===== src/hw/rtl/dfaae_pkg.sv =====
// Shared types and constants for the DNS first-A-answer extractor.
// Depends on nothing; used by every RTL and checker file of the block.
package dfaae_pkg;

    localparam int CFG_IDX_W  = 1;
    localparam int CFG_DATA_W = 16;

    localparam logic [CFG_IDX_W-1:0] CFG_EXPECTED_ID = 1'd0;
    localparam logic [CFG_IDX_W-1:0] CFG_NAME_LIMIT  = 1'd1;

    localparam logic [15:0] EXPECTED_ID_RESET = 16'd0;
    localparam logic [10:0] NAME_LIMIT_RESET  = 11'd256;

    localparam logic [7:0] PTR_MASK      = 8'hC0;
    localparam logic [7:0] MAX_LABEL     = 8'd63;
    localparam logic [3:0] HDR_LAST_IDX  = 4'd11;
    localparam logic [3:0] RR_LAST_IDX   = 4'd9;
    localparam logic [3:0] QFIXED_BYTES  = 4'd4;
    localparam logic [3:0] RDATA_BYTES   = 4'd4;
    localparam logic [15:0] TYPE_A       = 16'd1;
    localparam logic [15:0] CLASS_IN     = 16'd1;
    localparam logic [15:0] RDLEN_A      = 16'd4;

    typedef enum logic [2:0] {
        ST_OK     = 3'd0,
        ST_TRUNC  = 3'd1,
        ST_ID     = 3'd2,
        ST_COUNTS = 3'd3,
        ST_NAME   = 3'd4,
        ST_RECORD = 3'd5
    } status_t;

    typedef enum logic [11:0] {
        PH_HEADER    = 12'b0000_0000_0001,
        PH_QNAME_LEN = 12'b0000_0000_0010,
        PH_QNAME_LAB = 12'b0000_0000_0100,
        PH_QFIXED    = 12'b0000_0000_1000,
        PH_ANAME_1ST = 12'b0000_0001_0000,
        PH_ANAME_PTR = 12'b0000_0010_0000,
        PH_ANAME_LEN = 12'b0000_0100_0000,
        PH_ANAME_LAB = 12'b0000_1000_0000,
        PH_RR_FIXED  = 12'b0001_0000_0000,
        PH_RDATA     = 12'b0010_0000_0000,
        PH_DONE      = 12'b0100_0000_0000,
        PH_FAILED    = 12'b1000_0000_0000
    } phase_t;

    typedef struct packed {
        logic [7:0] data_byte;
        logic       last_byte;
    } in_t;

    typedef struct packed {
        status_t     status;
        logic [31:0] ip_address;
    } out_t;

    typedef struct packed {
        logic [15:0] expected_id;
        logic [10:0] name_limit;
    } cfg_t;

endpackage


===== src/hw/rtl/dfaae_parse.sv =====
// Byte-at-a-time DNS response parser state and its next-state logic.
// Depends on dfaae_pkg; instantiated by dns_first_a_answer_extractor.
module dfaae_parse (
    input  logic           aclk,
    input  logic           aresetn,
    input  logic           step,
    input  dfaae_pkg::in_t in_item,
    input  dfaae_pkg::cfg_t cfg,
    output dfaae_pkg::out_t result
);

    typedef struct packed {
        dfaae_pkg::phase_t  phase;
        logic [3:0]         field_byte_count;
        logic [5:0]         label_remaining;
        logic [10:0]        name_length;
        logic [15:0]        captured_field;
        logic [2:0]         header_ok_flags;
        logic [31:0]        address_shift;
        dfaae_pkg::status_t error_code;
    } pstate_t;

    pstate_t st_reg;
    pstate_t st_next;
    pstate_t st_step;

    function automatic pstate_t clear_state();
        pstate_t s;
        s.phase            = dfaae_pkg::PH_HEADER;
        s.field_byte_count = '0;
        s.label_remaining  = '0;
        s.name_length      = '0;
        s.captured_field   = '0;
        s.header_ok_flags  = '0;
        s.address_shift    = '0;
        s.error_code       = dfaae_pkg::ST_OK;
        return s;
    endfunction

    function automatic pstate_t fail_with(pstate_t s, dfaae_pkg::status_t code);
        pstate_t r;
        r            = s;
        r.error_code = code;
        r.phase      = dfaae_pkg::PH_FAILED;
        return r;
    endfunction

    function automatic pstate_t label_len(pstate_t s, logic [7:0] len_byte,
                                          dfaae_pkg::phase_t lab_phase,
                                          dfaae_pkg::phase_t end_phase,
                                          logic [10:0] limit);
        pstate_t     r;
        logic [11:0] sum;
        r   = s;
        sum = {1'b0, s.name_length} + {4'd0, len_byte} + 12'd1;
        if (len_byte == 8'd0) begin
            r.phase            = end_phase;
            r.field_byte_count = '0;
            r.header_ok_flags  = '0;
            r.captured_field   = '0;
        end else if (len_byte > dfaae_pkg::MAX_LABEL) begin
            r = fail_with(s, dfaae_pkg::ST_NAME);
        end else if (sum >= {1'b0, limit}) begin
            r = fail_with(s, dfaae_pkg::ST_NAME);
        end else begin
            r.name_length     = sum[10:0];
            r.label_remaining = len_byte[5:0];
            r.phase           = lab_phase;
        end
        return r;
    endfunction

    logic [7:0]  b;
    logic [15:0] cap_pair;
    logic [5:0]  lab_dec;
    logic [3:0]  cnt_inc;
    logic [2:0]  flags_new;

    assign b        = in_item.data_byte;
    assign cap_pair = {st_reg.captured_field[7:0], b};
    assign cnt_inc  = st_reg.field_byte_count + 4'd1;
    assign lab_dec  = (st_reg.label_remaining != 6'd0) ? st_reg.label_remaining - 6'd1
                                                       : st_reg.label_remaining;

    always_comb begin
        st_step   = st_reg;
        flags_new = st_reg.header_ok_flags;
        case (st_reg.phase)
            dfaae_pkg::PH_HEADER: begin
                case (st_reg.field_byte_count)
                    4'd0, 4'd2, 4'd4, 4'd6: begin
                        st_step.captured_field = {8'd0, b};
                    end
                    4'd1: begin
                        st_step.captured_field = cap_pair;
                        if (cap_pair == cfg.expected_id) flags_new[0] = 1'b1;
                    end
                    4'd5: begin
                        st_step.captured_field = cap_pair;
                        if (cap_pair != 16'd0) flags_new[1] = 1'b1;
                    end
                    4'd7: begin
                        st_step.captured_field = cap_pair;
                        if (cap_pair != 16'd0) flags_new[2] = 1'b1;
                    end
                    default: ;
                endcase
                st_step.header_ok_flags = flags_new;
                if (st_reg.field_byte_count >= dfaae_pkg::HDR_LAST_IDX) begin
                    st_step.field_byte_count = '0;
                    if (!flags_new[0]) begin
                        st_step = fail_with(st_step, dfaae_pkg::ST_ID);
                    end else if (flags_new[2:1] != 2'b11) begin
                        st_step = fail_with(st_step, dfaae_pkg::ST_COUNTS);
                    end else begin
                        st_step.phase       = dfaae_pkg::PH_QNAME_LEN;
                        st_step.name_length = '0;
                    end
                end else begin
                    st_step.field_byte_count = cnt_inc;
                end
            end
            dfaae_pkg::PH_QNAME_LEN: begin
                st_step = label_len(st_reg, b, dfaae_pkg::PH_QNAME_LAB,
                                    dfaae_pkg::PH_QFIXED, cfg.name_limit);
            end
            dfaae_pkg::PH_QNAME_LAB: begin
                st_step.label_remaining = lab_dec;
                if (lab_dec == 6'd0) st_step.phase = dfaae_pkg::PH_QNAME_LEN;
            end
            dfaae_pkg::PH_ANAME_LAB: begin
                st_step.label_remaining = lab_dec;
                if (lab_dec == 6'd0) st_step.phase = dfaae_pkg::PH_ANAME_LEN;
            end
            dfaae_pkg::PH_QFIXED: begin
                st_step.field_byte_count = cnt_inc;
                if (cnt_inc >= dfaae_pkg::QFIXED_BYTES) begin
                    st_step.phase            = dfaae_pkg::PH_ANAME_1ST;
                    st_step.field_byte_count = '0;
                end
            end
            dfaae_pkg::PH_ANAME_1ST: begin
                if (!in_item.last_byte) begin
                    if ((b & dfaae_pkg::PTR_MASK) == dfaae_pkg::PTR_MASK) begin
                        st_step.phase = dfaae_pkg::PH_ANAME_PTR;
                    end else begin
                        st_step.name_length = '0;
                        st_step = label_len(st_step, b, dfaae_pkg::PH_ANAME_LAB,
                                            dfaae_pkg::PH_RR_FIXED, cfg.name_limit);
                    end
                end
            end
            dfaae_pkg::PH_ANAME_PTR: begin
                st_step.phase            = dfaae_pkg::PH_RR_FIXED;
                st_step.field_byte_count = '0;
                st_step.header_ok_flags  = '0;
                st_step.captured_field   = '0;
            end
            dfaae_pkg::PH_ANAME_LEN: begin
                st_step = label_len(st_reg, b, dfaae_pkg::PH_ANAME_LAB,
                                    dfaae_pkg::PH_RR_FIXED, cfg.name_limit);
            end
            dfaae_pkg::PH_RR_FIXED: begin
                if (!st_reg.field_byte_count[0]) begin
                    st_step.captured_field = {8'd0, b};
                end else begin
                    st_step.captured_field = cap_pair;
                    if (st_reg.field_byte_count == 4'd1 && cap_pair != dfaae_pkg::TYPE_A)
                        flags_new[0] = 1'b1;
                    if (st_reg.field_byte_count == 4'd3 && cap_pair != dfaae_pkg::CLASS_IN)
                        flags_new[0] = 1'b1;
                    if (st_reg.field_byte_count == 4'd9 && cap_pair != dfaae_pkg::RDLEN_A)
                        flags_new[0] = 1'b1;
                end
                st_step.header_ok_flags = flags_new;
                if (st_reg.field_byte_count >= dfaae_pkg::RR_LAST_IDX) begin
                    st_step.field_byte_count = '0;
                    if (flags_new != 3'd0) begin
                        st_step = fail_with(st_step, dfaae_pkg::ST_RECORD);
                    end else begin
                        st_step.phase         = dfaae_pkg::PH_RDATA;
                        st_step.address_shift = '0;
                    end
                end else begin
                    st_step.field_byte_count = cnt_inc;
                end
            end
            dfaae_pkg::PH_RDATA: begin
                st_step.address_shift    = {st_reg.address_shift[23:0], b};
                st_step.field_byte_count = cnt_inc;
                if (cnt_inc >= dfaae_pkg::RDATA_BYTES) begin
                    st_step.phase            = dfaae_pkg::PH_DONE;
                    st_step.field_byte_count = '0;
                end
            end
            default: ;
        endcase
    end

    always_comb begin
        if (st_step.phase == dfaae_pkg::PH_DONE) begin
            result.status     = dfaae_pkg::ST_OK;
            result.ip_address = st_step.address_shift;
        end else if (st_step.phase == dfaae_pkg::PH_FAILED) begin
            result.status     = st_step.error_code;
            result.ip_address = '0;
        end else begin
            result.status     = dfaae_pkg::ST_TRUNC;
            result.ip_address = '0;
        end
    end

    always_comb begin
        st_next = st_reg;
        if (step) begin
            st_next = in_item.last_byte ? clear_state() : st_step;
        end
    end

    always_ff @(posedge aclk) begin
        if (!aresetn) begin
            st_reg <= clear_state();
        end else begin
            st_reg <= st_next;
        end
    end

endmodule


===== src/hw/rtl/dns_first_a_answer_extractor.sv =====
// Top level of the DNS first-A-answer extractor: input register, parser, result register.
// Depends on dfaae_pkg and dfaae_parse.
//
// Takes a DNS response one byte per transfer on s_ (last_byte marks the end) and returns
// one result per packet on m_: a status and the IPv4 address of the first answer. The
// block accepts one byte every clock unless a last byte waits on a held result. A byte
// sits in the input register while the parser advances; a packet's result is registered
// as its last byte leaves that register. The rate is set by the single parser state update
// per byte. A held result stalls the next packet's last byte and the bytes behind it. Write
// expected_id (index 0) and name_limit (index 1) through cfg_ while no packet is in flight.
module dns_first_a_answer_extractor (
    input  logic                             aclk,
    input  logic                             aresetn,
    input  logic                             s_valid,
    output logic                             s_ready,
    input  dfaae_pkg::in_t                   s_data,
    output logic                             m_valid,
    input  logic                             m_ready,
    output dfaae_pkg::out_t                  m_data,
    input  logic                             cfg_we,
    input  logic [dfaae_pkg::CFG_IDX_W-1:0]  cfg_index,
    input  logic [dfaae_pkg::CFG_DATA_W-1:0] cfg_data
);

    dfaae_pkg::cfg_t cfg_reg;
    dfaae_pkg::in_t  in_reg;
    logic            in_valid_reg;
    dfaae_pkg::out_t out_reg;
    logic            out_valid_reg;
    dfaae_pkg::out_t result;
    logic            out_free;
    logic            consume;

    assign out_free = !out_valid_reg || m_ready;
    assign consume  = in_valid_reg && (!in_reg.last_byte || out_free);
    assign s_ready  = !in_valid_reg || consume;
    assign m_valid  = out_valid_reg;
    assign m_data   = out_reg;

    always_ff @(posedge aclk) begin
        if (!aresetn) begin
            cfg_reg.expected_id <= dfaae_pkg::EXPECTED_ID_RESET;
            cfg_reg.name_limit  <= dfaae_pkg::NAME_LIMIT_RESET;
        end else if (cfg_we) begin
            case (cfg_index)
                dfaae_pkg::CFG_EXPECTED_ID: cfg_reg.expected_id <= cfg_data[15:0];
                dfaae_pkg::CFG_NAME_LIMIT:  cfg_reg.name_limit  <= cfg_data[10:0];
                default: ;
            endcase
        end
    end

    always_ff @(posedge aclk) begin
        if (!aresetn) begin
            in_valid_reg <= 1'b0;
        end else if (s_valid && s_ready) begin
            in_valid_reg <= 1'b1;
        end else if (consume) begin
            in_valid_reg <= 1'b0;
        end
    end

    always_ff @(posedge aclk) begin
        if (s_valid && s_ready) begin
            in_reg <= s_data;
        end
    end

    dfaae_parse u_parse (
        .aclk    (aclk),
        .aresetn (aresetn),
        .step    (consume),
        .in_item (in_reg),
        .cfg     (cfg_reg),
        .result  (result)
    );

    always_ff @(posedge aclk) begin
        if (!aresetn) begin
            out_valid_reg <= 1'b0;
        end else if (consume && in_reg.last_byte) begin
            out_valid_reg <= 1'b1;
        end else if (m_ready) begin
            out_valid_reg <= 1'b0;
        end
    end

    always_ff @(posedge aclk) begin
        if (consume && in_reg.last_byte) begin
            out_reg <= result;
        end
    end

endmodule


===== config.mk =====
export PLATFORM = sky130hd
export DESIGN_NAME = dns_first_a_answer_extractor
export DESIGN_NICKNAME = d
export VERILOG_FILES = /design/src/hw/rtl/dfaae_pkg.sv /design/src/hw/rtl/dfaae_parse.sv /design/src/hw/rtl/dns_first_a_answer_extractor.sv
export SDC_FILE = /design/constraint.sdc
export NUM_CORES = 1
export LEC_CHECK = 0
export BUFFER_PORTS_ARGS = -buffer_cell sky130_fd_sc_hd__buf_2
export CORE_MARGIN = 4
export CORE_UTILIZATION = 42
export CTS_BUF_LIST = sky130_fd_sc_hd__clkbuf_2 sky130_fd_sc_hd__clkbuf_4 sky130_fd_sc_hd__clkbuf_8
export DETAILED_ROUTE_END_ITERATION = 7
export PLACE_DENSITY = 0.67
export SYNTH_ARGS = -nofsm -noshare
export SYNTH_HDL_FRONTEND = slang
export SYNTH_HIERARCHICAL = 1
export SYNTH_SLANG_ARGS = --single-unit

===== constraint.sdc =====
create_clock -name aclk -period 4.3 [get_ports aclk]
set_input_delay 0.43 -clock aclk [delete_from_list [all_inputs] [get_ports aclk]]
set_output_delay 0.43 -clock aclk [all_outputs]
set_load 0.005 [all_outputs]

==> qor.yml, run 1 <==
dp.cells: 1415
crit_top_cell: "buf_4"
use_met3_pct: 3.21
areaGrowthSynthToFinish_pct: 13.2
largest_reg_flops: 71
h-tree-depth: 4
drt_wl_total_um: 27100
hold_slack_ns: 0.135
power.density_nw_per_um2: 269
ys_ff_latch: 152
post-route-period-util_pct: 101
fin_nets: 1230
hold_buffers: 0
gr-total-overflow: 0
crit_arrival_ns: 4.54
clk-insertion-delay-late_ns: 0.47
drcViolationCount: 0
grt_use_met2_pct: 32.2
initial_core_util_pct: 42.6
path_delay_family: "simple AND/OR/NAND/NOR gates"
path_class: "register to register"
netlist_area_sq_um: 9640
clock-root-buffer: "clkbuf_8"
hp-class: "primary input to register"
cts_buffers: 17
drv_slew: 0
place.gp.congestion: 0.924
skew_ns: 0.0220
critical_path_buf_inv_count: 7
drt-initial-drc-count: 845
drv_cap: 0
diodes: 0
via_count: 8747
clock-sinks: 152
grt_max_degree: 62
p_leak_nw: 3.95
antenna_found_initial: 0
clk_path_buf_depth: 2
layout_setup_ws_ns: -0.0268
antenna_left: 0
rsz0062_at_grt: "yes"
hold_violations: 0
grt_pass1_wl_um: 43700
synthesis.nets: 1170
cts.clk_slew.worst_paths_ns: 0.10
portBuffers: 67
io_pins: 68
worstPathMaxFanout: 5
max_slew_margin_pct: 24.2
synthFlopType: "dfxtp_1"
grtUsageMet1_pct: 29.4
maxClockFrequency_mhz: 231
track_usage_pct: 20.7
wire_per_inst_um: 18.6
status: "finished, violations left"
crit_chain: "inv_2 -> ha_4 -> fa_2 -> nor2b_2 -> o21ai_2 -> a21boi_2 -> buf_4 -> buf_4 -> buf_4 -> buf_4 -> nor2_1 -> ha_1 -> and4_1 -> nand2_2 -> o41a_1 -> buf_6 -> nand3_2 -> o31a_1 -> nand4_1 -> or4_4 -> buf_6 -> nand2b_1"
synth.avg_cell_area_sq_um: 8.75
cpMaxStageDelayCell: "or4_4"
syn_inst: 1102
core-area_sq_um: 22600
violations: "negative setup slack"
dieWidth_um: 159
async_reset_ff_share_pct: 0
cp-start-kind: "register"
tritoncts: "built"
required_ns: 4.51
die_area_sq_um: 25400
worst_slew_pin_slew_ns: 1.13
rows: 55
die_height_um: 159
cpPeakStageDelay_ns: 0.64
dp_hpwl_um: 18900
vdd_ir_drop_max_uv: 194
drt-pass1-iter-count: 7
synth_warnings: 6
synth_edf_count: 44
synthDistinctLibCells: 87
grt_busiest_layer: "met2"
cp-end-kind: "register"
ys_seq_area_share_pct: 36.1
grt_pass1_vias: 8295
drive_gt1_share_pct: 22.0
finalSetupViolCount: 18
routed_via_density: 5.99
fin_crit_ns: 4.33
final_cells: 1460
[final timing paths]
path	start	slack [ns]	cells after the start	end
max	in_reg[1]	-0.03	22	m_data[32]
min	s_data[7]	0.14	1	in_reg[7]
max reg2reg	in_reg[1]	-0.03	22	m_data[32]
min reg2reg	u_parse/st_reg[0]	0.46	2	u_parse/st_reg[0]
[synthesized netlist by cell type, drive strengths merged, types with 20 or more instances]
| cell type | count | area share [%] |
|---|---|---|
| nand2 | 120 | 5.5 |
| dfxtp | 108 | 22 |
| a21oi | 67 | 3.5 |
| nor2b | 60 | 3.9 |
| clkbuf | 55 | 2.1 |
| nor3 | 55 | 4.5 |
| nor2 | 53 | 2.1 |
| edfxtp | 44 | 14 |
| o21ai | 44 | 2.3 |
| a21boi | 42 | 3.7 |
| a22oi | 42 | 3.3 |
| and3 | 41 | 2.7 |
| ha | 36 | 4.7 |
| buf | 29 | 2.1 |
| inv | 29 | 1.1 |
| nand3 | 27 | 1.4 |
| xnor2 | 22 | 2.0 |
| nand2b | 20 | 1.3 |
[final cells by class]
class,instances,area [sq um]
Inverter,29,109
Clock buffer,18,241
Multi-Input combinational cell,837,5750
Fill cell,2114,11700
Sequential cell,152,3480
Tap cell,285,357
Clock inverter,14,163
Timing Repair Buffer,125,811
[through the flow]
step | utilization [%] | setup WS [ns] | setup TNS, ns | cell area [sq um] | total power, mW
finish | 48.2 | -0.0268 | -0.161 | 10900 | 2.94
CTS | 47.9 | -0.122 | -3.38 | 10800 | 2.96
floorplan | - | 0.0309 | 0 | 9660 | 1.73
global route | 48.2 | -0.216 | -6.26 | 10900 | 3.05
detailed placement | 45.5 | -0.304 | -9.05 | 10300 | 1.83
global placement | 45.5 | -0.204 | -6.25 | 10300 | 1.83
[power breakdown]
group / internal (mW) / switching [mW]
Clock: 0.491 / 0.639
Combinational: 0.114 / 0.172
Sequential: 1.50 / 0.0219
Total: 2.11 / 0.833
[cell usage in the layout, fill, tap and decap left out, drive strengths merged, types with 4 or more instances in the layout]
cell and count:
buf 125, nand2 120, dfxtp 108, a21oi 67
nor2b 60, nor3 55, nor2 53, edfxtp 44
o21ai 44, a22oi 42, a21boi 42, and3 41
ha 36, inv 35, nand3 27, xnor2 22
nand2b 20, clkbuf 18, nand4 17, nor4 16
xor2 14, o211ai 13, a31oi 12, o21a 12
o31ai 12, or2 10, or4 9, a211oi 9
a21o 8, and4 7, nor4b 6, clkinv 6
a211o 4, o31a 4, a221oi 4
[cells by family (layout without fill, tap and decap cells)]
family	after synthesis	count (layout)	share of synthesized area, %
AND/OR/NAND/NOR	456	456	27.7
AO/OA/AOI/OAI	305	305	22.3
flip-flops	152	152	36.1
buffers and inverters	113	186	5.41
adder cells (fa/ha/maj)	37	37	4.88
XOR/XNOR	36	36	3.27
multiplexers	3	3	0.325
[per-layer routing]
layer | wire [um] | vias to the layer above
met2 | 12100 | 383
met1 | 12300 | 4136
met4 | 753 | 0
met5 | 0 | -
met3 | 1870 | 62
li1 | - | 4166
[what timing repair did]
item                                    CTS  global route
resized for setup                        13            11
pin swaps                                16            15
endpoints found under the setup margin   35            51
buffers inserted                          7             5
gates cloned                              1             0
No activity file was read; power rests on OpenSTA's default activity.
==> run 2: changes to the inputs <==
--- a/config.mk
+++ b/config.mk
@@ -6,11 +6,13 @@
 export NUM_CORES = 1
 export LEC_CHECK = 0
 export BUFFER_PORTS_ARGS = -buffer_cell sky130_fd_sc_hd__buf_2
+export CELL_PAD_IN_SITES_DETAIL_PLACEMENT = 0
+export CELL_PAD_IN_SITES_GLOBAL_PLACEMENT = 1
 export CORE_MARGIN = 4
 export CORE_UTILIZATION = 42
 export CTS_BUF_LIST = sky130_fd_sc_hd__clkbuf_2 sky130_fd_sc_hd__clkbuf_4 sky130_fd_sc_hd__clkbuf_8
 export DETAILED_ROUTE_END_ITERATION = 7
-export PLACE_DENSITY = 0.67
+export PLACE_DENSITY = 0.82
 export SYNTH_ARGS = -nofsm -noshare
 export SYNTH_HDL_FRONTEND = slang
 export SYNTH_HIERARCHICAL = 1
==> run 2 against run 1 <==
Against the previous run: the flow still finishes with violations (negative setup slack); routed wire length grew 2.4%; critical endpoint is now m_data[19]; register-to-register slack lost 0.21 ns; first-iteration DRC count grew 2.8%; global-route usage grew 0.28 points; largest cell class unchanged.
==> qor.yml, run 2 (synthesis results as in run 1) <==
status: "finished, violations left"
violations: "negative setup slack"
rows: 55
p_leak_nw: 4.27
cts.clk_slew.worst_paths_ns: 0.10
tritoncts: "built"
drcViolationCount: 0
rsz0062_at_grt: "yes"
dp_hpwl_um: 19100
p_int_mw: 2.06
cp-end-kind: "register"
antenna_found_initial: 0
max_slew_margin_pct: 5.76
final_cells: 1460
hold_slack_ns: 0.137
initial_core_util_pct: 42.6
hold_violations: 0
tns_ns: -7.01
clk_path_buf_depth: 2
gr-total-overflow: 0
layout_commonest_cell: "nand2_1"
pwr-share-seq_pct: 52.1
via_count: 8674
dieWidth_um: 159
fin_crit_ns: 4.54
drt-initial-drc-count: 869
clockPowerShare_pct: 38.1
io_pins: 68
diodes: 0
clk-insertion-delay-late_ns: 0.47
combPwrFrac_pct: 9.8
largest_reg_flops: 71
worstPathMaxFanout: 5
worst_slew_pin_slew_ns: 1.41
dp.cells: 1414
hp-class: "primary input to register"
grt_pass1_vias: 8170
areaGrowthSynthToFinish_pct: 15.4
finalSetupViolCount: 35
drv_cap: 0
grt_pass1_wl_um: 44000
power_mw: 2.92
crit_arrival_ns: 4.84
place.gp.congestion: 0.966
wire_per_inst_um: 19.0
final_core_util_pct: 49.1
routed_via_density: 5.94
track_usage_pct: 21.0
skew_ns: 0.0186
layout_common_cells: "109 x nand2_1, 108 x dfxtp_1, 67 x buf_2"
antenna_left: 0
required_ns: 4.60
layout_setup_ws_ns: -0.238
drt-pass1-iter-count: 6
fin_nets: 1230
die_height_um: 159
cp-start-kind: "register"
grt_max_degree: 54
drv_slew: 0
drive_gt1_share_pct: 22.0
power.density_nw_per_um2: 263
clock-sinks: 152
h-tree-depth: 4
portBuffers: 67
maxClockFrequency_mhz: 220
core-area_sq_um: 22600
vdd_ir_drop_max_uv: 245
die_area_sq_um: 25400
path_class: "register to register"
clock-root-buffer: "clkbuf_8"
swShare_pct: 29.5
drt_wl_total_um: 27700
cts_buffers: 17
p_sw_mw: 0.864
post-route-period-util_pct: 106
run 2: changes by cell type in the layout (fill, tap and decap cells not counted), moves of 2 or more:
cell / delta
inv_8: +3
buf_16: +2
buf_12: +4
a21oi_1: -2
a21oi_2: +2
nor3_2: -17
buf_4: -6
inv_6: -2
nor3_4: +17
clkinv_4: -2
run 2: critical path, stage by stage (launching register included):
cell,delay (ns)
edfxtp_1,0.38
inv_2,0.06
ha_4,0.16
fa_2,0.34
nor2b_2,0.14
o21ai_2,0.07
a21boi_2,0.17
o21ai_2,0.10
a211oi_2,0.21
xor2_1,0.11
ha_1,0.31
and3_4,0.18
nand2_2,0.05
o41a_1,0.45
buf_4,0.16
nand3_2,0.08
o31a_1,0.22
nand4_1,0.11
or4_4,0.63
buf_8,0.18
buf_12,0.14
nor3_4,0.11
run 2: metal layers:
layer / up-vias / share of wire (%) / track usage [%]
li1: 4162 / - / -
met1: 4146 / 46 / 30.1
met2: 326 / 45 / 32.9
met3: 40 / 6.8 / 3.21
met4: 0 / 1.8 / 5.68
met5: - / 0 / 0
run 2: through the flow:
stage | setup slack (ns) | instance area [sq um]
2_1_floorplan | 0.0309 | 9660
3_3_place_gp | -0.224 | 10300
3_5_place_dp | -0.395 | 10300
4_1_cts | -0.187 | 11000
5_1_grt | -0.396 | 11100
6_report | -0.238 | 11100
run 2: path summary, 6_finish.rpt:
path	startpoint	to	slack (ns)	cells after the start
setup / recovery	in_reg[1]	m_data[19]	-0.24	21
hold / removal	s_data[6]	in_reg[6]	0.14	1
setup reg to reg	in_reg[1]	m_data[19]	-0.24	21
hold reg to reg	cfg_reg[1]	cfg_reg[1]	0.46	2
run 2: cell type report:
cell class / count / area [sq um]
sequential: 152 / 3480
clock inverter: 15 / 171
inverter: 29 / 109
timing repair buffer: 125 / 905
tap: 285 / 357
fill: 2124 / 11500
multi-input combinational: 837 / 5860
clock buffer: 17 / 234
run 2: what timing repair did:
action | CTS | global route
hold buffers | 0 | 0
cloned | 4 | 0
gates resized for setup | 22 | 24
endpoints found under the setup margin | 35 | 52
setup buffers | 7 | 4
endpoints found under the hold margin | 0 | 0
pin swaps | 47 | 14
run 2: power by group through the flow:
stage / Clock [mW] / Sequential, mW / Combinational (mW)
after floorplan: 0 / 1.55 / 0.179
after detailed placement: 0 / 1.56 / 0.277
after global routing: 1.21 / 1.53 / 0.315
after CTS: 1.14 / 1.52 / 0.281
after global placement: 0 / 1.56 / 0.274
final: 1.11 / 1.52 / 0.287
==> run 3: changes to the inputs <==
==> constraint.sdc (replaced) <==
create_clock -name aclk -period 3.87 [get_ports aclk]
set_input_delay 0.387 -clock aclk [delete_from_list [all_inputs] [get_ports aclk]]
set_output_delay 0.387 -clock aclk [all_outputs]
set_load 0.005 [all_outputs]
==> run 3 against run 2 <==
Against the previous run: hold slack got worse by 0.049 ns; the run still ends with negative setup slack left; clock skew down 0.00082 ns; register-to-register slack worse by 0.25 ns; critical endpoint is now m_data[33]; clock power increased by 19%; highest routed layer unchanged; cell area rose by 1.9%; combinational power increased by 23%; utilization grew 0.92 points; die area did not move; via count is 1.3% higher.
==> qor.yml, run 3 (synthesis results as in run 1) <==
worstPathMaxFanout: 4
routed_via_density: 5.86
io_pins: 68
cpMaxStageDelayCell: "or4_4"
required_ns: 4.19
dieWidth_um: 159
crit_chain: "inv_4 -> ha_4 -> fa_2 -> nor2b_2 -> o21ai_2 -> a21boi_2 -> o21ai_2 -> a211oi_2 -> xor2_1 -> ha_1 -> and3_4 -> nand2_2 -> o41a_1 -> nand3_2 -> o31a_1 -> nand4_1 -> or4_4 -> buf_4 -> buf_4 -> nor3b_2"
maxClockFrequency_mhz: 230
diodes: 0
die_height_um: 159
via_count: 8789
post-place-ws_ns: -0.666
drt_wl_total_um: 27700
crit_arrival_ns: 4.67
skew_ns: 0.0178
fin_nets: 1269
final_cells: 1499
final_core_util_pct: 50.1
drt-initial-drc-count: 724
antenna_left: 0
finalSetupViolCount: 39
wire_per_inst_um: 18.5
portBuffers: 67
clk_path_buf_depth: 2
track_usage_pct: 21.3
drive_gt1_share_pct: 26.3
cpPeakStageDelay_ns: 0.59
largest_reg_flops: 71
hold_violations: 0
dp_hpwl_um: 19500
tns_ns: -15.99
worst_slew_pin_slew_ns: 1.11
hold_buffers: 0
clk-insertion-delay-late_ns: 0.47
die_area_sq_um: 25400
tritoncts: "built"
p_leak_nw: 4.20
grt_max_degree: 52
grt_pass1_wl_um: 44600
final_area_sq_um: 11300
vdd_ir_drop_max_uv: 220
hold_slack_ns: 0.0884
status: "finished, violations left"
areaGrowthSynthToFinish_pct: 17.6
violations: "negative setup slack"
hp-class: "primary input to register"
power.density_nw_per_um2: 297
layout_setup_ws_ns: -0.484
critical_path_buf_inv_count: 3
drcViolationCount: 0
path_delay_family: "simple AND/OR/NAND/NOR gates"
place.gp.congestion: 0.947
antenna_found_initial: 0
path_class: "register to register"
clock-root-buffer: "clkbuf_8"
cp-start-kind: "register"
cp-end-kind: "register"
initial_core_util_pct: 42.6
max_slew_margin_pct: 26.1
nFillCells: 2119
dp.cells: 1449
grt_pass1_vias: 8280
layout_common_cells: "108 x nand2_1, 108 x dfxtp_1, 89 x buf_4"
h-tree-depth: 4
fin_crit_ns: 4.35
rows: 55
clock-sinks: 152
post-route-period-util_pct: 113
cts.clk_slew.worst_paths_ns: 0.09
cts_buffers: 17
drv_cap: 0
rsz0062_at_grt: "yes"
core-area_sq_um: 22600
power_mw: 3.36
drv_slew: 0
place_area_sq_um: 10600
gr-total-overflow: 0
drt-pass1-iter-count: 7
==> run 3: cell count changes in the layout (fill, tap and decap cells not counted), sizes merged <==
| cell | change |
|---|---|
| or2 | +1 |
| clkinv | -2 |
| buf | +38 |
| bufinv | +2 |
==> run 3: power by group <==
group | internal, mW | switching, mW | leakage, nW
logic | 0.150 | 0.203 | 2.75
clock network | 0.601 | 0.717 | 0.207
registers | 1.67 | 0.0229 | 1.24
==> run 3: routing by layer <==
layer	share of wire, %	up-vias	track usage, %
met2	44	289	32.2
met1	48	4217	31.1
met3	5.5	42	3.70
met4	2.3	0	6.71
met5	0	-	0
li1	-	4241	-
==> run 3: timing repair <==
item                                   4_1_cts  5_1_grt
resized for setup                            6       54
endpoints found under the hold margin        0        0
pin swaps                                    0       17
setup endpoints to repair                   46       58
setup buffers                                8       12
cloned                                       0        1
==> run 3: worst paths after layout <==
check,startpoint,to,slack (ns),depth (start not counted)
max,in_reg[1],m_data[33],-0.48,20
min,s_data[3],in_reg[3],0.09,1
max reg2reg,in_reg[1],m_data[33],-0.48,20
min reg2reg,cfg_reg[3],cfg_reg[3],0.46,2
==> run 3: final cells by class <==
cell class	instances	area, sq um	share of cell area (%)
Clock buffer	17	234	2.06
Clock inverter	15	183	1.61
Inverter	29	111	0.983
Multi-Input combinational cell	838	5870	51.8
Sequential cell	152	3480	30.7
Tap cell	285	357	3.15
Timing Repair Buffer	163	1090	9.63
==> run 3: worst reg2reg max path: cells and delay by family, from the launching register on <==
| family | cells | cell delay [ns] |
|---|---|---|
| DFF | 1 | 0.41 |
| and+or+nand+nor | 7 | 1.32 |
| adders and majority gates | 3 | 0.84 |
| buffers and inverters | 3 | 0.34 |
| xor gates and xnor gates | 1 | 0.11 |
| AOI/OAI and AO/OA | 6 | 1.19 |
